===== config.mk =====
export PLATFORM = sky130hd
export DESIGN_NAME = wcds_cell
export DESIGN_NICKNAME = d
export VERILOG_FILES = /design/src/hw/rtl/wcds_pkg.sv /design/src/hw/rtl/wcds_cell.sv
export SDC_FILE = /design/constraint.sdc
export NUM_CORES = 1
export LEC_CHECK = 0
export BUFFER_PORTS_ARGS = -buffer_cell sky130_fd_sc_hd__buf_2
export CAP_MARGIN = 20
export CORE_MARGIN = 10
export CORE_UTILIZATION = 55
export DETAILED_ROUTE_END_ITERATION = 8
export GPL_TIMING_DRIVEN = 0
export PLACE_DENSITY = 0.89
export SLEW_MARGIN = 0
export SYNTH_ARGS = -nofsm -noshare
export SYNTH_HDL_FRONTEND = slang
export SYNTH_SLANG_ARGS = --single-unit

===== constraint.sdc =====
create_clock -name clk -period 6.81 [get_ports clk]
set_clock_uncertainty 0.2 [all_clocks]
set_input_delay 1.362 -clock clk [delete_from_list [all_inputs] [get_ports clk]]
set_output_delay 1.362 -clock clk [all_outputs]
set_load 0.01 [all_outputs]

===== src/hw/rtl/wcds_pkg.sv =====
// Shared types, widths and constants for the wind direction/speed converter.
// No dependencies; the RTL files refer to it by scoped names.
package wcds_pkg;

    localparam int CORDIC_STAGES = 16;
    localparam int FRAC_BITS     = 8;
    localparam int TABLE_LEN     = 24;
    localparam int NSTAGES       = (CORDIC_STAGES > TABLE_LEN) ? TABLE_LEN : CORDIC_STAGES;
    localparam int SHW           = $clog2(TABLE_LEN);

    localparam int W   = 16 + 1 + FRAC_BITS + 2;
    localparam int ZW  = 27;
    localparam int KW  = 24;
    localparam int PW  = (W - 1) + KW;

    localparam logic [KW-1:0] GAIN_Q24 = 24'd10188014;
    localparam logic signed [ZW-1:0] Z_HALF_TURN = ZW'(180 * 65536);
    localparam logic signed [27:0] DIR_BIAS = 28'(990 * 65536 + 32768);

    typedef struct packed {
        logic signed [W-1:0]  x;
        logic signed [W-1:0]  y;
        logic signed [ZW-1:0] z;
        logic [15:0]          level;
    } cord_t;

    function automatic logic signed [ZW-1:0] atan_val(input logic [SHW-1:0] i);
        logic signed [ZW-1:0] v;
        case (i)
            5'd0:    v = ZW'(2949120);
            5'd1:    v = ZW'(1740967);
            5'd2:    v = ZW'(919879);
            5'd3:    v = ZW'(466945);
            5'd4:    v = ZW'(234379);
            5'd5:    v = ZW'(117304);
            5'd6:    v = ZW'(58666);
            5'd7:    v = ZW'(29335);
            5'd8:    v = ZW'(14668);
            5'd9:    v = ZW'(7334);
            5'd10:   v = ZW'(3667);
            5'd11:   v = ZW'(1833);
            5'd12:   v = ZW'(917);
            5'd13:   v = ZW'(458);
            5'd14:   v = ZW'(229);
            5'd15:   v = ZW'(115);
            5'd16:   v = ZW'(57);
            5'd17:   v = ZW'(29);
            5'd18:   v = ZW'(14);
            5'd19:   v = ZW'(7);
            5'd20:   v = ZW'(4);
            5'd21:   v = ZW'(2);
            5'd22:   v = ZW'(1);
            default: v = '0;
        endcase
        return v;
    endfunction

endpackage


===== src/hw/rtl/wcds_cell.sv =====
// One CORDIC vectoring iteration with its own valid/ready pipeline register.
// Depends on wcds_pkg for the datapath struct and the arctangent table.
module wcds_cell (
    input  logic                       clk,
    input  logic                       rst_n,
    input  logic [wcds_pkg::SHW-1:0]   shift,
    input  logic                       in_valid,
    output logic                       in_ready,
    input  wcds_pkg::cord_t            in_data,
    output logic                       out_valid,
    input  logic                       out_ready,
    output wcds_pkg::cord_t            out_data
);

    logic                             valid_reg;
    logic                             valid_next;
    wcds_pkg::cord_t                  data_reg;
    wcds_pkg::cord_t                  data_next;
    logic signed [wcds_pkg::W-1:0]    x_in;
    logic signed [wcds_pkg::W-1:0]    y_in;
    logic signed [wcds_pkg::W-1:0]    xs;
    logic signed [wcds_pkg::W-1:0]    ys;
    logic signed [wcds_pkg::ZW-1:0]   ang;

    assign in_ready  = !valid_reg || out_ready;
    assign out_valid = valid_reg;
    assign out_data  = data_reg;

    always_comb
    begin
        x_in = in_data.x;
        y_in = in_data.y;
        xs   = x_in >>> shift;
        ys   = y_in >>> shift;
        ang  = wcds_pkg::atan_val(shift);
        data_next       = in_data;
        if (!y_in[wcds_pkg::W-1])
        begin
            data_next.x = x_in + ys;
            data_next.y = y_in - xs;
            data_next.z = in_data.z + ang;
        end
        else
        begin
            data_next.x = x_in - ys;
            data_next.y = y_in + xs;
            data_next.z = in_data.z - ang;
        end
        valid_next = in_ready ? in_valid : valid_reg;
    end

    always_ff @(posedge clk or negedge rst_n)
    begin
        if (!rst_n)
        begin
            valid_reg <= 1'b0;
        end
        else
        begin
            valid_reg <= valid_next;
        end
    end

    always_ff @(posedge clk)
    begin
        if (in_valid && in_ready)
        begin
            data_reg <= data_next;
        end
    end

endmodule


==> results.toml, run 1 <==
[sta]
finalSetupTns_ns = 0
setup_viol = 0
max_freq_mhz = 147
hold_viol_final = 0
fin_crit_sh_pct = 99.9
drv_slew = 0
worst_slew_pin_slew_ns = 1.08
period_needed_ns = 6.80
max_slew_margin_pct = 27.7

[power]
vdd_drop_max_mv = 0.175
p_per_area_nw_per_um2 = 194
p_leak_nw = 6.60
power_w = 0.00302

[floorplanning]
die_h_microns = 172
num_io_pins = 205
dieArea_sq_um = 29600
num_rows = 55
die_x_microns = 172
core_sq_um = 22700
start_util_pct = 55.9

[finish]
mostFrequentLayoutCells = "208 x buf_2, 125 x nor2_1, 105 x nand2_1"
area_delta_synth_final_pct = 22.3
final_common_cell = "buf_2"
drive_above_1_share_pct = 31.8
n_fill_cell = 1705
final_nets = 1853
multiInputGateArea_sq_um = 9640
regArea_sq_um = 2940
n_antenna_cell = 0

[critical_path]
crit_arrival_ns = 6.72
cp_cell_sequence = "clkbuf_4 > buf_8 > buf_12 > buf_6 > mux4_2 > mux2_2 > mux4_2 > a311oi_4 > nand4b_1 > nor3b_2 > nand2_1 > o21a_1 > o32ai_2 > ha_1 > and3_1 > nand2_1 > nand2_1 > a21o_1 > a21oi_2 > o21ai_1 > o221ai_1 > a21oi_2 > buf_4 > a311o_1"
criticalPathCategory = "input pin to flop"
worstPathRequired_ns = 6.73
max_stage_delay_ns = 0.58
slowest_stage = "mux4_2"
cp-end-kind = "flop"
worstSetupStartpointType = "input pin"
cp_max_fo = 6
path_buf_inv = 5
cp_top_family = "compound AO/OA/AOI/OAI gates"
cp_common_cell = "nand2_1"

[cts]
numCtsBuffers = 9
clk_path_buf_depth = 2
htree_levels = 3
clockRootBuffer = "clkbuf_16"
clk_pin_slew_worst_paths_ns = 0.08
worstSkewPairLatency_ns = 0.37
clock-sinks = 98
cts_tree = "built"
ctsHoldBuffers = 0

[synth]
synth_area_leaders = "edfxtp_1 23%, mux4_2 11%, ha_1 9.2%, xnor2_1 5.4%, mux2i_1 4.7%"
ys_seq_area_share_pct = 23.1
yosys.area_share.simple_pct = 15.7
yosys.cell_types.count = 92
syn-num-nets = 1586
syn_area_sq_um = 12700
syn_avg_cell_area_sq_um = 9.17
ys.flop_type = "edfxtp_1"
yosysTopAreaCell = "edfxtp_1"
ys_warn_count = 0
synth_edf_count = 97
synth-adder-area-share_pct = 9.64
synthCells = 1384
synth_mux_area_share_pct = 19.0
synth_top_family_by_area = "compound AO/OA/AOI/OAI gates"
synth-compound-area-share_pct = 19.8
synth_xor_area_share_pct = 8.28
synth.top_cell.area_share_pct = 22.9
ys_ff_latch = 98
synthArstFlopShare_pct = 1.02

[detailed_routing]
routed_wl_mm = 56.3
dr.pass1.iters = 6
ant_nets = 0
drc = 0
wl_per_cell_microns = 29.0
via_count = 13537
via_per_inst = 6.97
initialDrtViolationCount = 2132

[global_routing]
grt_first_pass_wirelength_mm = 80.5
grt_max_degree = 55
antenna_found_initial = 1
grt_overflow_total = 0
track_usage_pct = 36.3
grt_pass1_vias = 13135

[place]
place_hpwl_mm = 42.3
place.gp.congestion = 1.07
port_buffers = 203

[min_path]
hold_path.class = "flop to flop"

[status]
status = "completed"

[job]
maxCapViolCount = 0
## state kept, by name, indices dropped and copies added, names as in the netlist
register and flops:
out_data 97, out_valid 1
## stage by stage
stage	hold WS (ns)	util [%]	cell area, sq um	cells	worst slack [ns]
floorplan	0.422	-	12700	1384	0.122
global placement	0.299	62.0	14100	1872	-1.55
detailed placement	0.378	62.1	14100	1873	-1.65
CTS	0.396	65.1	14800	1902	-0.0150
global route	0.417	68.4	15500	1941	-0.190
finish	0.404	68.4	15500	1941	0.0101
## worst min-delay path, stage by stage, from the launching register on
cell and delay (ns):
dfrtp_1 0.38, nand2b_1 0.10, nand2b_1 0.09
## repair_timing
action | CTS | global route
cloned | 0 | 1
setup endpoints to repair | 48 | 26
setup buffers | 13 | 39
gates resized for setup | 84 | 122
pin swaps | 10 | 33
## report_power, final
| group | leakage (nW) | internal, W | switching (W) |
|---|---|---|---|
| Combinational | 5.52 | 0.000675 | 0.000950 |
| Clock | 0.150 | 0.000263 | 0.000297 |
| Sequential | 0.933 | 0.000808 | 0.0000223 |
## synthesized netlist by cell type (all sizes together), types with 5 or more instances
master    n
edfxtp   97
nor3b     8
nand2   109
clkbuf   29
o21ai    66
a21o     46
and3     16
o21bai    8
or2       6
nor2    132
a31oi    18
a211oi   13
nand2b   13
xor2     41
mux4     64
nand3    22
and2     17
mux2i    59
nor4      5
a21oi   108
a211o     6
buf      43
o31ai    14
a22oi     6
nor2b    20
a21boi    9
o22ai    13
ha       93
nand4     6
nor3     29
o211ai    8
mux2     34
o21a     15
inv      54
xnor2    79
## per-layer routing
layer	track usage [%]	wire [microns]
met2	57.1	25800
met3	10.6	7000
met1	45.2	20900
met5	0	0
met4	16.3	2660
## kinds of logic (layout without fill, tap and decap cells)
logic type,count (synthesis),count (layout)
AOI/OAI and AO/OA,381,381
xor gates and xnor gates,120,120
adders and majority gates,96,96
buffers and inverters,127,399
DFF,98,98
muxes,157,157
and+or+nand+nor,405,405
## area by class of cell
class | instances | area share [%]
multi-input combinational | 1159 | 62.1
sequential | 98 | 18.9
timing repair buffer | 257 | 9.60
buffer | 71 | 3.70
tap | 285 | 2.30
clock buffer | 9 | 1.45
inverter | 55 | 1.40
clock inverter | 7 | 0.524
## worst paths after layout
check | depth (start not counted) | to | slack, ns | start
min | 2 | out_valid | 0.40 | out_valid
min in group asynchronous | 1 | out_valid | 0.55 | rst_n
max in group asynchronous | 1 | out_valid | 5.77 | rst_n
max reg2reg | 3 | out_data[45] | 4.78 | out_valid
min reg2reg | 2 | out_valid | 0.40 | out_valid
max | 24 | out_data[95] | 0.01 | shift[0]
Power figures use the tool's default switching activity.
==> run 2: changes to the inputs <==
--- a/config.mk
+++ b/config.mk
@@ -8,10 +8,10 @@
 export BUFFER_PORTS_ARGS = -buffer_cell sky130_fd_sc_hd__buf_2
 export CAP_MARGIN = 20
 export CORE_MARGIN = 10
-export CORE_UTILIZATION = 55
+export CORE_UTILIZATION = 40
 export DETAILED_ROUTE_END_ITERATION = 8
 export GPL_TIMING_DRIVEN = 0
-export PLACE_DENSITY = 0.89
+export PLACE_DENSITY = 0.71
 export SLEW_MARGIN = 0
 export SYNTH_ARGS = -nofsm -noshare
 export SYNTH_HDL_FRONTEND = slang
==> constraint.sdc (replaced) <==
create_clock -name clk -period 8 [get_ports clk]
set_clock_uncertainty 0.2 [all_clocks]
set_input_delay 1.6 -clock clk [delete_from_list [all_inputs] [get_ports clk]]
set_output_delay 1.6 -clock clk [all_outputs]
set_load 0.01 [all_outputs]
==> run 2 against run 1 <==
Effect of this change: total power is 20% lower; critical path depth down 2; clock-buffer cell count did not move; flip-flop and latch count unchanged; clock power decreased by 19%; final area shrank 5.6%; register-to-register slack improved by 1.3 ns; via count is 7.4% lower; final cell count is 3.2% higher; setup slack improved by 0.21 ns; utilization shrank 22 points; non-clock buffer count decreased by 54; highest routed layer is now met5.
==> results.toml, run 2 (synthesized netlist as in run 1, its figures left out) <==
[floorplanning]
num_io_pins = 205
num_rows = 65
die_x_microns = 198
die_h_microns = 198
start_util_pct = 40.3
dieArea_sq_um = 39300
core_sq_um = 31500

[detailed_routing]
via_count = 12539
wl_per_cell_microns = 27.9
dr.pass1.iters = 5
via_per_inst = 6.26
drc = 0
initialDrtViolationCount = 1181
routed_wl_mm = 56.0
ant_nets = 0

[cts]
htree_levels = 3
clk_pin_slew_worst_paths_ns = 0.08
numCtsBuffers = 9
ctsHoldBuffers = 0
cts.repair.resized = 10
clockRootBuffer = "clkbuf_16"
clk_path_buf_depth = 2
cts_tree = "built"
worstSkewPairLatency_ns = 0.38
clock-sinks = 98
post-cts-setup-buffers = 0

[sta]
fin_crit_sh_pct = 97.3
worst_slew_pin_slew_ns = 1.11
rsz0062_at_grt = "true"
hold_viol_final = 0
drv_slew = 0
max_freq_mhz = 128
setup_viol = 0
max_slew_margin_pct = 26.2
period_needed_ns = 7.78
finalWorstSetupSlack_ns = 0.217

[finish]
final_nets = 1799
largest_reg_flops = 97
area_delta_synth_final_pct = 15.5
final_common_cell = "buf_2"
drive_above_1_share_pct = 25.5
n_antenna_cell = 0
mostFrequentLayoutCells = "218 x buf_2, 129 x nor2_1, 106 x nand2_1"

[global_routing]
grt.busiest_layer = "met2"
grt_first_pass_wirelength_mm = 82.2
grt_max_degree = 58
antenna_found_initial = 3
track_usage_pct = 28.3
grt_pass1_vias = 12788
grtUsageMet2_pct = 44.6
grt_overflow_total = 0
use_met3_pct = 7.49
use_met1_pct = 35.6

[place]
place_worst_setup_slack_ns = -1.17
port_buffers = 203
place_hpwl_mm = 44.0
place.gp.congestion = 1.03

[power]
p_per_area_nw_per_um2 = 165
power_w = 0.00242
p_leak_nw = 6.18
vdd_drop_max_mv = 0.103

[critical_path]
crit_arrival_ns = 7.73
criticalPathCategory = "input pin to flop"
worstPathRequired_ns = 7.95
worstSetupStartpointType = "input pin"
cp_max_fo = 10
cp-end-kind = "flop"

[status]
status = "completed"

[job]
maxCapViolCount = 0

[min_path]
hold_path.class = "flop to flop"
[run 2: changes by cell type in the layout (fill, tap and decap cells not counted), sizes merged]
cell,change
clkinvlp,+1
buf,-53
clkdlybuf4s15,-1
clkinv,-1
[run 2: layout make-up]
type                            instances  area [sq um]
Fill cell                            3026         16800
Multi-Input combinational cell       1159          9280
Sequential cell                        98          2940
Timing Repair Buffer                  205          1050
Tap cell                              402           503
Buffer                                 69           383
Clock buffer                            9           225
Inverter                               55           213
Clock inverter                          7          72.6
[run 2: power breakdown]
| part | internal (W) | switching, W | total (W) |
|---|---|---|---|
| Combinational | 0.000509 | 0.000752 | 0.00126 |
| Clock | 0.000220 | 0.000236 | 0.000456 |
| Sequential | 0.000688 | 0.0000170 | 0.000705 |
| Total | 0.00142 | 0.00101 | 0.00242 |
[run 2: path summary, 6_finish.rpt]
path                            from           end  slack (ns)  depth (start not counted)
max                         shift[1]  out_data[68]        0.22                         22
min reg2reg                out_valid     out_valid        0.36                          2
min in group asynchronous      rst_n     out_valid        0.78                          1
max reg2reg                out_valid  out_data[53]        6.06                          3
max in group asynchronous      rst_n     out_valid        6.74                          1
min                        out_valid     out_valid        0.36                          2
[run 2: critical path: stages]
cell	delay, ns
buf_2	0.16
buf_2	0.31
buf_2	0.41
buf_2	0.41
clkbuf_2	0.40
mux4_2	0.37
mux2i_1	0.31
o211ai_1	0.31
nor3b_2	0.33
and2b_2	0.29
nor2_1	0.07
xnor2_1	0.17
ha_1	0.37
a21o_1	0.19
a21oi_1	0.16
or4b_2	0.67
a211o_1	0.33
nand2_1	0.11
o2111ai_1	0.16
a31o_2	0.28
a31oi_1	0.20
xnor2_1	0.09
[run 2: routing by layer]
| layer | part of all wire, % | vias to the layer above |
|---|---|---|
| li1 | - | 5654 |
| met3 | 9.4 | 126 |
| met2 | 45 | 641 |
| met1 | 41 | 6112 |
| met5 | 0.13 | - |
| met4 | 4.1 | 6 |
[run 2: metrics by stage]
step,cells,hold WS (ns),setup TNS (ns),area (sq um),util [%]
3_5_place_dp,1990,0.349,-14.85,14200,45.3
6_report,2004,0.355,0,14700,46.6
5_1_grt,2004,0.427,-0.0274,14700,46.6
3_3_place_gp,1989,0.297,-14.57,14200,45.2
2_1_floorplan,1384,0.422,0,12700,-
4_1_cts,2004,0.366,0,14600,46.3
==> run 3: changes to the inputs <==
--- a/config.mk
+++ b/config.mk
@@ -10,7 +10,6 @@
 export CORE_MARGIN = 10
 export CORE_UTILIZATION = 40
 export DETAILED_ROUTE_END_ITERATION = 8
-export GPL_TIMING_DRIVEN = 0
 export PLACE_DENSITY = 0.71
 export SLEW_MARGIN = 0
 export SYNTH_ARGS = -nofsm -noshare
==> run 3 against run 2 <==
Effect of this change: flip-flop and latch count is the same; total power down 3.5%; sequential share of layout area grew 0.24 points; clock power decreased by 3%; register-to-register slack worse by 0.39 ns; final cell count down 1.4%; global-route usage decreased by 7.6 points; fmax increased by 6.3%; critical endpoint unchanged; highest routed layer unchanged.
==> results.toml, run 3 (synthesized netlist as in run 1, its figures left out) <==
[status]
status = "completed"

[sta]
drv_slew = 0
worst_slew_pin_slew_ns = 0.966
rsz0062_at_grt = "false"
period_needed_ns = 7.32
holdWs_ns = 0.333
fin_crit_sh_pct = 91.5
max_slew_margin_pct = 34.9
max_freq_mhz = 137
setup_viol = 0
finalSetupTns_ns = 0
hold_viol_final = 0

[floorplanning]
die_h_microns = 198
die_x_microns = 198
num_io_pins = 205
num_rows = 65
core_sq_um = 31500
dieArea_sq_um = 39300
start_util_pct = 40.3

[finish]
final_nets = 1768
utilization_pct = 46.0
final_common_cell = "buf_2"
final_area_sq_um = 14500
mostFrequentLayoutCells = "202 x buf_2, 130 x nor2_1, 108 x nand2_1"
drive_above_1_share_pct = 24.8
largest_reg_flops = 97
area_delta_synth_final_pct = 14.1

[critical_path]
worstSetupStartpointType = "input pin"
endpoint = "out_data[68]"
cp-end-kind = "flop"
r2r_slack_ns = 5.67
cp_max_fo = 44
timing.rr.end = "out_data[53]"
crit_arrival_ns = 7.26
criticalPathCategory = "input pin to flop"
rr_startpoint = "out_valid"
worstPathRequired_ns = 7.94
crit_start = "shift[0]"
worst-r2r-cell-count = 3

[min_path]
holdPathStages = 2
hold_path.class = "flop to flop"

[cts]
worstSkewPairLatency_ns = 0.38
numCtsBuffers = 9
clock-sinks = 98
cts.repair.resized = 0
cts_tree = "built"
htree_levels = 3
clk_path_buf_depth = 2
post-cts-setup-buffers = 0
clk_pin_slew_worst_paths_ns = 0.07
clockRootBuffer = "clkbuf_16"
ctsHoldBuffers = 0

[global_routing]
grt_max_degree = 60
grt_overflow_total = 0
grt_pass1_vias = 11487
grt_first_pass_wirelength_mm = 64.2
track_usage_pct = 20.7
antenna_found_initial = 3

[power]
power_w = 0.00234
p_per_area_nw_per_um2 = 161
vdd_drop_max_mv = 0.109
p_leak_nw = 6.12

[detailed_routing]
wl_per_cell_microns = 21.0
dr.pass1.iters = 5
ant_nets = 0
via_per_inst = 6.01
initialDrtViolationCount = 1131
via_count = 11866
drc = 0
routed_wl_mm = 41.5

[place]
place.gp.congestion = 0.983
placed_area_sq_um = 14200
place_hpwl_mm = 32.8
port_buffers = 204

[job]
maxCapViolCount = 0
run 3: changes by cell type in the layout (fill, tap and decap cells not counted), moves of 3 or more:
cell | previous run | this run
buf_6 | 5 | 0
buf_1 | 8 | 0
clkbuf_4 | 7 | 0
buf_4 | 2 | 40
clkbuf_2 | 14 | 0
o31ai_1 | 10 | 13
clkbuf_1 | 17 | 0
o31ai_2 | 4 | 1
buf_2 | 218 | 202
run 3: critical path, stage by stage:
cell	delay [ns]
buf_4	0.48
buf_12	0.27
buf_4	0.24
mux4_2	0.52
mux2_2	0.28
mux2i_1	0.23
mux2_2	0.23
ha_1	0.19
nor3b_2	0.27
and2b_1	0.20
nor2_1	0.06
xnor2_1	0.14
ha_1	0.38
a21o_1	0.19
a21oi_1	0.12
or4b_2	0.66
a211o_1	0.31
nand2_1	0.10
o2111ai_1	0.17
a31o_2	0.28
a31oi_1	0.19
xnor2_1	0.08
run 3: area by class of cell:
cell class	instances	area [sq um]
diodes	2	5.00
well taps	402	503
repair buffers	243	1330
flip-flops and latches	98	2940
multi-input cells	1159	9200
clock buffers	9	225
clock inverters	7	68.8
fillers	3029	17000
inverters	55	206
run 3: how the worst min path moves through the flow:
| stage | start | endpoint |
|---|---|---|
| 6_report | out_valid | out_valid |
| 5_1_grt | out_valid | out_valid |
| 4_1_cts | out_valid | out_valid |
| 3_5_place_dp | out_valid | out_valid |
| 3_3_place_gp | out_valid | out_valid |
| 2_1_floorplan | out_valid | out_valid |
run 3: metal layers:
layer | share of wire, % | up-vias | global-route usage, %
met5 | 0.065 | - | 0
met4 | 3.0 | 4 | 8.14
met3 | 8.6 | 68 | 4.24
met2 | 45 | 536 | 32.2
met1 | 43 | 5663 | 27.4
li1 | - | 5595 | -
run 3: metrics by stage:
step           instances  setup WS [ns]
3_5_place_dp        1957          0.337
4_1_cts             1973          0.745
3_3_place_gp        1957          0.461
5_1_grt             1974          0.312
6_report            1975          0.678
2_1_floorplan       1384          0.936
run 3: power by group:
group	leakage [nW]	internal, W	total [W]	switching (W)
Sequential	0.933	0.000688	0.000704	0.0000158
Clock	0.146	0.000220	0.000444	0.000224
Combinational	5.04	0.000506	0.00119	0.000685
Total	6.12	0.00141	0.00234	0.000925
