$ cat src/hw/rtl/wcds_pkg.sv
// Shared types, widths and constants for the wind direction/speed converter.
// No dependencies; the RTL files refer to it by scoped names.
package wcds_pkg;

    localparam int CORDIC_STAGES = 16;
    localparam int FRAC_BITS     = 8;
    localparam int TABLE_LEN     = 24;
    localparam int NSTAGES       = (CORDIC_STAGES > TABLE_LEN) ? TABLE_LEN : CORDIC_STAGES;
    localparam int SHW           = $clog2(TABLE_LEN);

    localparam int W   = 16 + 1 + FRAC_BITS + 2;
    localparam int ZW  = 27;
    localparam int KW  = 24;
    localparam int PW  = (W - 1) + KW;

    localparam logic [KW-1:0] GAIN_Q24 = 24'd10188014;
    localparam logic signed [ZW-1:0] Z_HALF_TURN = ZW'(180 * 65536);
    localparam logic signed [27:0] DIR_BIAS = 28'(990 * 65536 + 32768);

    typedef struct packed {
        logic signed [W-1:0]  x;
        logic signed [W-1:0]  y;
        logic signed [ZW-1:0] z;
        logic [15:0]          level;
    } cord_t;

    function automatic logic signed [ZW-1:0] atan_val(input logic [SHW-1:0] i);
        logic signed [ZW-1:0] v;
        case (i)
            5'd0:    v = ZW'(2949120);
            5'd1:    v = ZW'(1740967);
            5'd2:    v = ZW'(919879);
            5'd3:    v = ZW'(466945);
            5'd4:    v = ZW'(234379);
            5'd5:    v = ZW'(117304);
            5'd6:    v = ZW'(58666);
            5'd7:    v = ZW'(29335);
            5'd8:    v = ZW'(14668);
            5'd9:    v = ZW'(7334);
            5'd10:   v = ZW'(3667);
            5'd11:   v = ZW'(1833);
            5'd12:   v = ZW'(917);
            5'd13:   v = ZW'(458);
            5'd14:   v = ZW'(229);
            5'd15:   v = ZW'(115);
            5'd16:   v = ZW'(57);
            5'd17:   v = ZW'(29);
            5'd18:   v = ZW'(14);
            5'd19:   v = ZW'(7);
            5'd20:   v = ZW'(4);
            5'd21:   v = ZW'(2);
            5'd22:   v = ZW'(1);
            default: v = '0;
        endcase
        return v;
    endfunction

endpackage

$ cat src/hw/rtl/wcds_finish.sv
// Gain compensation, speed rounding, direction wrap and calm check: two stages.
// Depends on wcds_pkg for widths, the gain constant and the datapath struct.
module wcds_finish (
    input  logic             clk,
    input  logic             rst_n,
    input  logic [15:0]      calm_threshold,
    input  logic             in_valid,
    output logic             in_ready,
    input  wcds_pkg::cord_t  in_data,
    output logic             out_valid,
    input  logic             out_ready,
    output logic [8:0]       direction_deg,
    output logic [15:0]      speed,
    output logic [15:0]      level_out
);

    localparam int PW = wcds_pkg::PW;
    localparam int SH = 24 + wcds_pkg::FRAC_BITS;
    localparam logic [PW:0] RND = (PW + 1)'(1) << (23 + wcds_pkg::FRAC_BITS);
    localparam logic [PW:0] SPD_MAX = (PW + 1)'(16'hFFFF);

    logic              a_valid_reg;
    logic              a_valid_next;
    logic              a_ready;
    logic [PW-1:0]     prod_reg;
    logic [PW-1:0]     prod_next;
    logic [8:0]        dir_reg;
    logic [8:0]        dir_next;
    logic [15:0]       lev_reg;

    logic              b_valid_reg;
    logic              b_valid_next;
    logic [8:0]        dir_out_reg;
    logic [8:0]        dir_out_next;
    logic [15:0]       spd_reg;
    logic [15:0]       spd_next;
    logic [15:0]       lev_out_reg;

    logic signed [27:0] dw;
    logic signed [11:0] r;
    logic [PW:0]        sum;
    logic [PW:0]        sh;

    assign a_ready  = !b_valid_reg || out_ready;
    assign in_ready = !a_valid_reg || a_ready;

    always_comb
    begin
        prod_next = PW'(in_data.x[wcds_pkg::W-2:0]) * PW'(wcds_pkg::GAIN_Q24);
        dw = wcds_pkg::DIR_BIAS - 28'(in_data.z);
        r  = $signed(dw[27:16]) - 12'sd720;
        if (r > 12'sd360)
        begin
            r = r - 12'sd360;
        end
        else if (r <= 12'sd0)
        begin
            r = r + 12'sd360;
        end
        dir_next     = r[8:0];
        a_valid_next = in_ready ? in_valid : a_valid_reg;

        sum = {1'b0, prod_reg} + RND;
        sh  = sum >> SH;
        spd_next = (sh > SPD_MAX) ? 16'hFFFF : sh[15:0];
        dir_out_next = (spd_next < calm_threshold) ? 9'd0 : dir_reg;
        b_valid_next = a_ready ? a_valid_reg : b_valid_reg;
    end

    always_ff @(posedge clk or negedge rst_n)
    begin
        if (!rst_n)
        begin
            a_valid_reg <= 1'b0;
            b_valid_reg <= 1'b0;
        end
        else
        begin
            a_valid_reg <= a_valid_next;
            b_valid_reg <= b_valid_next;
        end
    end

    always_ff @(posedge clk)
    begin
        if (in_valid && in_ready)
        begin
            prod_reg <= prod_next;
            dir_reg  <= dir_next;
            lev_reg  <= in_data.level;
        end
        if (a_valid_reg && a_ready)
        begin
            spd_reg     <= spd_next;
            dir_out_reg <= dir_out_next;
            lev_out_reg <= lev_reg;
        end
    end

    assign out_valid     = b_valid_reg;
    assign direction_deg = dir_out_reg;
    assign speed         = spd_reg;
    assign level_out     = lev_out_reg;

endmodule

$ cat config.mk
export PLATFORM = sky130hd
export DESIGN_NAME = wcds_finish
export DESIGN_NICKNAME = d
export VERILOG_FILES = /design/src/hw/rtl/wcds_pkg.sv /design/src/hw/rtl/wcds_finish.sv
export SDC_FILE = /design/constraint.sdc
export NUM_CORES = 1
export LEC_CHECK = 0
export ABC_AREA = 1
export BUFFER_PORTS_ARGS = -buffer_cell sky130_fd_sc_hd__buf_2
export CAP_MARGIN = 25
export CORE_AREA = 2 2 243 245
export CTS_BUF_LIST = sky130_fd_sc_hd__clkbuf_16
export CTS_CLUSTER_DIAMETER = 120
export DETAILED_ROUTE_END_ITERATION = 7
export DIE_AREA = 0 0 245 247
export PLACE_DENSITY = 0.55
export SLEW_MARGIN = 30
export SYNTH_ARGS = -nofsm -noshare
export SYNTH_HDL_FRONTEND = slang
export SYNTH_SLANG_ARGS = --single-unit
$ cat constraint.sdc
create_clock -name clk -period 3 [get_ports clk]
set_input_delay 0.6 -clock clk [delete_from_list [all_inputs] [get_ports clk]]
set_output_delay 0.6 -clock clk [all_outputs]
set_load 0.005 [all_outputs]
==> results of run 1 <==
## cells by family after synthesis
family / share of synthesized area [%]
adders and majority gates: 53.5
DFF: 15.1
buffers and inverters: 12.8
xor gates and xnor gates: 1.98
and+or+nand+nor: 11.4
AOI/OAI and AO/OA: 5.13
## per-stage QoR
stage	std cells	setup WS, ns	utilization [%]	hold slack, ns	cell area [sq um]
2_1_floorplan	1901	-2.77	-	0.304	17600
3_3_place_gp	3112	-3.37	37.0	0.388	21500
3_5_place_dp	3112	-3.40	37.0	0.393	21500
4_1_cts	3146	-2.90	38.3	0.0117	22300
5_1_grt	3170	-3.09	39.8	0.00767	23200
6_report	3170	-2.89	39.8	0.0229	23200
## routing by layer
| metal | GRT usage [%] | vias to the layer above | share of wire (%) |
|---|---|---|---|
| met5 | 0 | - | 0 |
| met4 | 3.17 | 0 | 1.7 |
| met3 | 2.14 | 39 | 3.3 |
| met2 | 27.5 | 167 | 49 |
| met1 | 21.1 | 6739 | 46 |
| li1 | - | 6772 | - |
## cell type report
class / count / share of cell area (%)
tap: 773 / 4.18
sequential: 87 / 11.2
timing repair buffer: 482 / 15.1
clock inverter: 7 / 0.297
multi-input combinational: 1226 / 58.4
inverter: 586 / 9.73
clock buffer: 9 / 0.973
## worst paths after layout
kind                                    end  cells past startpoint          from  slack [ns]
min in group clk               level_out[4]                      0    lev_reg[4]        0.42
setup / recovery               prod_reg[48]                     23   in_data[88]       -2.89
setup reg to reg           direction_deg[7]                     15  prod_reg[32]        0.10
max in group asynchronous       a_valid_reg                      1         rst_n        2.88
hold reg to reg                level_out[4]                      0    lev_reg[4]        0.42
hold / removal                    out_valid                      1         rst_n        0.02
## cell usage in the layout (no fill, tap or decap), types with 42 or more instances in the layout
cell type	synthesis	final
nor2_1	127	104
inv_1	572	521
nand3_1	50	47
a21oi_1	83	42
fa_1	289	270
ha_1	275	239
buf_4	0	339
buf_2	1	115
inv_2	13	50
nand2_1	225	202
edfxtp_1	85	85
## repair_timing
item,CTS,global route
pin swaps,45,73
gates cloned,1,1
endpoints found under the setup margin,28,34
resized for setup,85,168
setup buffers,17,24
## synth_stat cells, types with 4 or more instances
cell and number:
nand2_1 225, nand3_1 50, nor2_2 5, xnor2_1 9
o21ai_0 43, inv_1 572, a21oi_1 83, xor2_1 30
ha_1 275, nand4_1 10, edfxtp_1 85, a31oi_1 13
nand3_2 4, nor3_1 15, o21bai_1 6, a21o_1 4
inv_2 13, nand2_2 13, fa_1 289, nor2_1 127
==> metrics.md, run 1 <==
| Metric | Value |
|---|---|
| Status | finished, violations left |
| Failing checks | negative setup slack |
| CTS sink count | 87 |
| Initial antenna violation count | 0 |
| Fraction of registers with async set/reset | 2.30% |
| Fillers | 5780 |
| Sequential fraction of the synthesis area | 15.1% |
| Tot GR Track Use | approximately 16% |
| Average wire per standard cell | about 15 um |
| Most common cell type on the critical path | fa_1 |
| CP top delay family | adder cells |
| CP startpoint kind | input pin |
| CTS tree | yes |
| Vias per Instance | 4.33 |
| Cell accounting for the most synthesized area | fa_1 |
| 1st-iter DRT viols | about 520 |
| First-pass GRT wire length | 75.9 mm |
| CP arrival | 6.07 ns |
| PortBufs | 131 |
| Worst-Margin Slew | 0.707 ns |
| Layout cells sized above 1 | about 32% |
| Nets | 3073 |
| Syn_nets | around 2600 |
| CP required | 3.18 ns |
| Hpwl dp | around 43 mm |
| Top cells by area, synth | fa_1 34%, ha_1 20%, edfxtp_1 15% |
| Post-synth EDFFs | 85 |
| Ys flop type | edfxtp_1 |
| Largest net degree at the start of global routing | 39 |
| Num rows | 89 |
| Crit path largest cell delay | 0.58 ns |
| Post-synth top area share | 33.6% |
| Diode count | 0 |
| Worst min path class | input pin to asynchronous set/reset pin |
| DRC viols | 0 |
| Final setup vio count | 19 |
| Synthesis-to-finish area growth | 34.4% |
| CP max FO | 5 |
| Unrepaired setup endpoints after global routing | yes |
| Fmax | 0.170 GHz |
| Router iterations before antenna repair | 4 |
| Root Driver | clkbuf_16 |
| Final setup TNS | -52.60 ns |
| Min Tclk post-route | 5.89 ns |
| Initial Utilization | 29.6% |
| Total global routing overflow | 0 |
| Final Slew Violations | 0 |
| Die area | approximately 0.061 sq mm |
| Crit path cell chain | buf_8 -> clkinvlp_4 -> fa_1 -> fa_1 -> fa_1 -> inv_2 -> fa_1 -> fa_1 -> fa_1 -> inv_1 -> fa_1 -> inv_2 -> ha_4 -> a21oi_2 -> inv_2 -> a31oi_4 -> o21ai_2 -> a21oi_2 -> nand2_2 -> nand2_2 -> o2111ai_4 -> a21oi_2 -> xor2_1 |
| Synth Register Bits | 87 |
| Final hold violations | 0 |
| Post-route ant nets | 0 |
| Vias | 13700 |
| Ports | 160 |
| Die Ht | 247 um |
| Clk slew on worst S/H paths | 0.07 ns |
| Final critical-path share of the clock period | 196% |
| Later-pin clock latency in the skew report | ~0.35 ns |
| CTS Buffer Depth | 2 |
| H-tree depth | 3 |
| Buf+Inv Stages, Crit Path | 6 |
| Vias in the first global route | 14900 |
| Routed WL | 46.8 mm |
| RePlAce Congestion | 0.926 |
| Hold buffer count at cts | 0 |
| Max-Cap Viols | 0 |
| Distinct cells, synth | 39 |
| Multi-input logic area | approximately 0.014 sq mm |
| Max FFs per register | 19 |
| Crit. End Element | flip-flop |
| Syn avg cell area | slightly above 9 sq um |
| CP max stage cell | fa_1 |
| Synth Instances | 1901 |
| Die W | 245 um |
| Register Area | 0.00260 sq mm |
| Post-route setup slack | -2.89 ns |
| Crit path kind | input pin to flip-flop |
| Slew Limit Headroom | 52.8% |
| Synth Cell Area | 0.0172 sq mm |
| Ys Warns | 0 |
| Total CTS buffers | 9 |
| Core area | 0.0582 sq mm |
| Final setup skew | about 0.013 ns |
Power of run 1 is not shown: default switching activity piles up to over one toggle a cycle in this logic, so the estimate is an artifact.
==> run 2, diff against run 1 <==
--- a/config.mk
+++ b/config.mk
@@ -13,7 +13,7 @@
 export CTS_CLUSTER_DIAMETER = 120
 export DETAILED_ROUTE_END_ITERATION = 7
 export DIE_AREA = 0 0 245 247
-export PLACE_DENSITY = 0.55
+export PLACE_DENSITY = 0.54
 export SLEW_MARGIN = 30
 export SYNTH_ARGS = -nofsm -noshare
 export SYNTH_HDL_FRONTEND = slang
==> constraint.sdc (replaced) <==
create_clock -name clk -period 6.15 [get_ports clk]
set_input_delay 1.23 -clock clk [delete_from_list [all_inputs] [get_ports clk]]
set_output_delay 1.23 -clock clk [all_outputs]
set_load 0.005 [all_outputs]
==> metrics.md, run 2 (synthesized netlist as in run 1, its figures left out) <==
| Metric | Value |
|---|---|
| Final setup TNS | -5.05 ns |
| Slew Limit Headroom | 47.9% |
| Post-route setup slack | -0.423 ns |
| Synthesis-to-finish area growth | 28.1% |
| CP required | 6.23 ns |
| Average wire per standard cell | 14.8 um |
| Unrepaired setup endpoints after global routing | yes |
| Die Ht | ~250 um |
| H-tree depth | 3 |
| Crit. End Element | flip-flop |
| CP max FO | 3 |
| Most frequent cells in the layout | 522 x inv_1, 275 x fa_1, 243 x ha_1 |
| Total global routing overflow | 0 |
| Post-Place Setup Slack | -1.04 ns |
| Initial antenna violation count | 4 |
| Layout cells sized above 1 | 26.6% |
| Failing checks | negative setup slack |
| CTS Buffer Depth | 2 |
| Worst-Margin Slew | 0.781 ns |
| Core area | 0.0582 sq mm |
| Hpwl dp | 40.8 mm |
| Vias in the first global route | 14100 |
| Status | finished, violations left |
| Routed WL | between 40 and 50 mm |
| Router iterations before antenna repair | 5 |
| Number of cells on the worst reg-to-reg path | 15 |
| Max FFs per register | 19 |
| Die area | 0.0605 sq mm |
| Worst hold stages | 0 |
| Later-pin clock latency in the skew report | 0.34 ns |
| RePlAce Congestion | 0.908 |
| Final setup vio count | 19 |
| CTS tree | yes |
| First-pass GRT wire length | roughly 73 mm |
| Max-Cap Viols | 0 |
| CP arrival | 6.65 ns |
| CP startpoint kind | input pin |
| Num rows | 89 |
| Final hold violations | 0 |
| Vias per Instance | 4.31 |
| Total CTS buffers | 9 |
| Most common cell after layout, fill and taps aside | inv_1 |
| Min Tclk post-route | 6.57 ns |
| Final setup skew | 0.0116 ns |
| Post-route ant nets | 0 |
| Vias | 13200 |
| Largest net degree at the start of global routing | 45 |
| Initial Utilization | 29.6% |
| Nets | 2967 |
| DRC viols | 0 |
| Tot GR Track Use | between 10% and 20% |
| 1st-iter DRT viols | 503 |
| CTS sink count | 87 |
| Root Driver | clkbuf_16 |
| Worst min path class | flip-flop to flip-flop |
| Final Slew Violations | 0 |
| Fmax | 0.152 GHz |
| PortBufs | 131 |
| Die W | 245 um |
| Clk slew on worst S/H paths | 0.07 ns |
| Crit path kind | input pin to flip-flop |
| Final critical-path share of the clock period | 107% |
| Hold buffer count at cts | 0 |
| Ports | 160 |
run 2: routing by layer:
metal / vias up / share of wire [%] / global-route usage [%]
met4: 6 / 1.8 / 2.67
met3: 43 / 2.7 / 1.68
met5: - / 0.075 / 0
li1: 6564 / - / -
met1: 6424 / 45 / 20.1
met2: 164 / 50 / 27.0
run 2: final cells by class:
cell class	instances	area [sq um]
repair buffers	377	2680
clock buffers	9	225
flip-flops and latches	87	2600
inverters	586	2250
diodes	1	2.50
clock inverters	7	81.3
well taps	773	967
fillers	5784	36200
multi-input cells	1225	13300
run 2: what timing repair did:
item	CTS	global route
gates resized for setup	97	87
pin swaps	41	51
setup buffers	18	18
setup endpoints to repair	19	19
run 2: stage by stage:
stage          util (%)  cell area [sq um]  hold slack, ns  std cells
4_1_cts            37.1              21600           0.422       3047
5_1_grt            37.9              22100           0.428       3065
6_report           37.9              22100           0.423       3065
2_1_floorplan         -              17500           0.400       1901
3_5_place_dp       35.7              20800           0.405       3014
3_3_place_gp       35.7              20800           0.402       3014
run 2: path summary, 6_finish.rpt:
kind,startpoint,slack [ns],end
max,in_data[78],-0.42,prod_reg[47]
min,lev_reg[7],0.42,level_out[7]
max reg2reg,prod_reg[36],2.55,direction_deg[8]
min reg2reg,lev_reg[7],0.42,level_out[7]
max in group asynchronous,rst_n,5.39,out_valid
min in group asynchronous,rst_n,0.66,a_valid_reg
run 2: worst max-delay path, stage by stage:
cell	delay, ns
buf_6	0.08
clkinvlp_4	0.09
buf_4	0.15
fa_1	0.52
fa_1	0.43
fa_1	0.46
fa_1	0.50
inv_1	0.05
fa_1	0.46
fa_1	0.50
inv_1	0.06
fa_1	0.55
inv_2	0.06
ha_4	0.25
a21oi_2	0.11
inv_1	0.08
a31oi_1	0.17
o21ai_1	0.14
a21oi_4	0.20
nor2_4	0.05
o21ai_2	0.12
nand2_2	0.09
nand2_1	0.09
nand3_2	0.06
xor2_1	0.15
Power of run 2 is left out for the same reason.
==> run 3, diff against run 2 <==
--- a/config.mk
+++ b/config.mk
@@ -5,14 +5,13 @@
 export SDC_FILE = /design/constraint.sdc
 export NUM_CORES = 1
 export LEC_CHECK = 0
-export ABC_AREA = 1
 export BUFFER_PORTS_ARGS = -buffer_cell sky130_fd_sc_hd__buf_2
 export CAP_MARGIN = 25
-export CORE_AREA = 2 2 243 245
+export CORE_AREA = 2 2 234 236
 export CTS_BUF_LIST = sky130_fd_sc_hd__clkbuf_16
 export CTS_CLUSTER_DIAMETER = 120
 export DETAILED_ROUTE_END_ITERATION = 7
-export DIE_AREA = 0 0 245 247
+export DIE_AREA = 0 0 236 238
 export PLACE_DENSITY = 0.54
 export SLEW_MARGIN = 30
 export SYNTH_ARGS = -nofsm -noshare
==> metrics.md, run 3 <==
| Metric | Value |
|---|---|
| PortBufs | 131 |
| CTS sink count | slightly below 90 |
| Synthesis-to-finish area growth | 24.2% |
| Uppermost layer routed | met5 |
| Layout cells sized above 1 | 24.8% |
| Final setup skew | 0.00826 ns |
| Routed WL | 40.0 mm |
| Top cells by count, synth | 475 x inv_1, 289 x fa_1, 275 x ha_1 |
| CTS Buffer Depth | 2 |
| Post-route setup slack | -0.939 ns |
| Fillers | 5301 |
| Fraction of registers with async set/reset | 2.30% |
| Worst min path class | flip-flop to flip-flop |
| DRC viols | 0 |
| Vias in the first global route | 12500 |
| Most common cell after layout, fill and taps aside | inv_1 |
| Tot GR Track Use | 14.8% |
| Average wire per standard cell | 15.9 um |
| CP arrival | 7.16 ns |
| Ys flop type | edfxtp_1 |
| Min Tclk post-route | 7.09 ns |
| Die Ht | 238 um |
| Area after DPL | around 0.019 sq mm |
| CP max FO | 4 |
| Router iterations before antenna repair | 4 |
| Length of routed wiring on met1 | about 17 mm |
| Root Driver | clkbuf_16 |
| Top cells by area, synth | fa_1 36%, ha_1 22%, edfxtp_1 16% |
| CP startpoint kind | input pin |
| CTS tree | yes |
| Largest net degree at the start of global routing | 45 |
| Cell accounting for the most synthesized area | fa_1 |
| Final setup vio count | 19 |
| CP required | 6.22 ns |
| Most frequent cell after synthesis | inv_1 |
| Final critical-path share of the clock period | 115% |
| Status | finished, violations left |
| Initial antenna violation count | 3 |
| Max-Cap Viols | 0 |
| Synth Instances | roughly 1500 |
| Met3 WL | 731 um |
| Post-synth EDFFs | 85 |
| Final setup TNS | -14.57 ns |
| Die W | 236 um |
| Finished layout cell area | approximately 0.020 sq mm |
| H-tree depth | 3 |
| Ys Warns | 0 |
| Max FFs per register | 19 |
| RePlAce Congestion | 0.882 |
| Vias | roughly 11000 |
| Slew Limit Headroom | around three fifths |
| Fmax | about 0.14 GHz |
| Vias per Instance | 4.42 |
| Diode count | 0 |
| Met2 WL | 21.7 mm |
| Initial Utilization | 29.8% |
| Worst hold stages | 0 |
| Synth Cell Area | 0.0160 sq mm |
| Nets | 2500 |
| Final hold violations | 0 |
| Final Slew Violations | 0 |
| Later-pin clock latency in the skew report | 0.34 ns |
| 1st-iter DRT viols | 378 |
| Ports | 160 |
| Worst-Margin Slew | 0.590 ns |
| Total global routing overflow | 0 |
| Distinct cells, synth | 70 |
| First-pass GRT wire length | 65.8 mm |
| Crit path kind | input pin to flip-flop |
| Hold buffer count at cts | 0 |
| Synth Register Bits | 87 |
| Most frequent cells in the layout | 452 x inv_1, 278 x fa_1, 268 x ha_1 |
| Clk slew on worst S/H paths | 0.06 ns |
| Crit. End Element | flip-flop |
| Num rows | 85 |
| Hpwl dp | 35.8 mm |
| Syn avg cell area | 10.8 sq um |
| Core area | 0.0535 sq mm |
| Syn_nets | about 2200 |
| Failing checks | negative setup slack |
| Unrepaired setup endpoints after global routing | yes |
| Die area | 0.0562 sq mm |
| Number of cells on the worst reg-to-reg path | 17 |
| Sequential fraction of the synthesis area | 16.3% |
| Post-synth top area share | 36.3% |
| Total CTS buffers | 9 |
| Post-route ant nets | 0 |
[run 3: cell type report]
| class | instances | area, sq um | share of cell area [%] |
|---|---|---|---|
| clock buffer | 9 | 225 | 1.14 |
| inverter | 475 | 1820 | 9.21 |
| timing repair buffer | 338 | 2320 | 11.7 |
| clock inverter | 7 | 86.3 | 0.436 |
| tap | 696 | 871 | 4.40 |
| sequential | 87 | 2600 | 13.1 |
| multi-input combinational | 908 | 11900 | 60.0 |
[run 3: worst max-delay path: stages]
cell,delay [ns]
buf_8,0.08
clkinvlp_4,0.14
fa_1,0.60
fa_2,0.44
fa_1,0.49
inv_1,0.06
fa_2,0.55
fa_2,0.45
fa_1,0.51
inv_1,0.06
fa_1,0.52
inv_2,0.05
ha_4,0.26
a211oi_2,0.05
o21a_1,0.19
a221o_1,0.41
nor3_2,0.21
o21ai_4,0.11
a21oi_4,0.22
buf_4,0.15
nor2_2,0.05
o2111ai_2,0.20
o311ai_2,0.12
[run 3: worst paths after layout]
path,slack (ns),start,endpoint
setup / recovery,-0.94,in_data[79],prod_reg[42]
hold / removal,0.42,lev_reg[1],level_out[1]
setup reg to reg,2.12,prod_reg[36],direction_deg[7]
hold reg to reg,0.42,lev_reg[1],level_out[1]
max in group asynchronous,5.39,rst_n,out_valid
min in group asynchronous,0.67,rst_n,a_valid_reg
[run 3: per-layer routing]
layer | vias up | GRT usage (%)
met5 | - | 0
met4 | 6 | 2.30
met3 | 31 | 1.38
met2 | 102 | 27.8
met1 | 5670 | 18.7
li1 | 5325 | -
[run 3: repair_timing]
| action | CTS | global route |
|---|---|---|
| setup endpoints to repair | 19 | 19 |
| setup buffers | 16 | 6 |
| pin swaps | 56 | 18 |
| resized for setup | 68 | 32 |
[run 3: cells by family (layout without fill, tap and decap cells)]
logic type,Yosys count,count (layout),share of synthesized area [%]
adder cells (fa/ha/maj),564,564,57.8
buffers and inverters,481,829,11.3
AND/OR/NAND/NOR,156,156,5.43
AO/OA/AOI/OAI,134,134,6.06
flip-flops,87,87,16.3
XOR/XNOR,51,51,2.85
multiplexers,3,3,0.188
[run 3: metrics by stage]
| step | setup WS, ns | util, % | cells | hold WS [ns] |
|---|---|---|---|---|
| global placement | -1.48 | 35.4 | 2484 | 0.400 |
| finish | -0.939 | 37.0 | 2520 | 0.418 |
| floorplan | -0.827 | - | 1476 | 0.400 |
| detailed placement | -1.51 | 35.4 | 2484 | 0.405 |
| global route | -1.14 | 37.0 | 2520 | 0.423 |
| CTS | -0.963 | 36.7 | 2515 | 0.419 |
Power of run 3 is left out for the same reason.
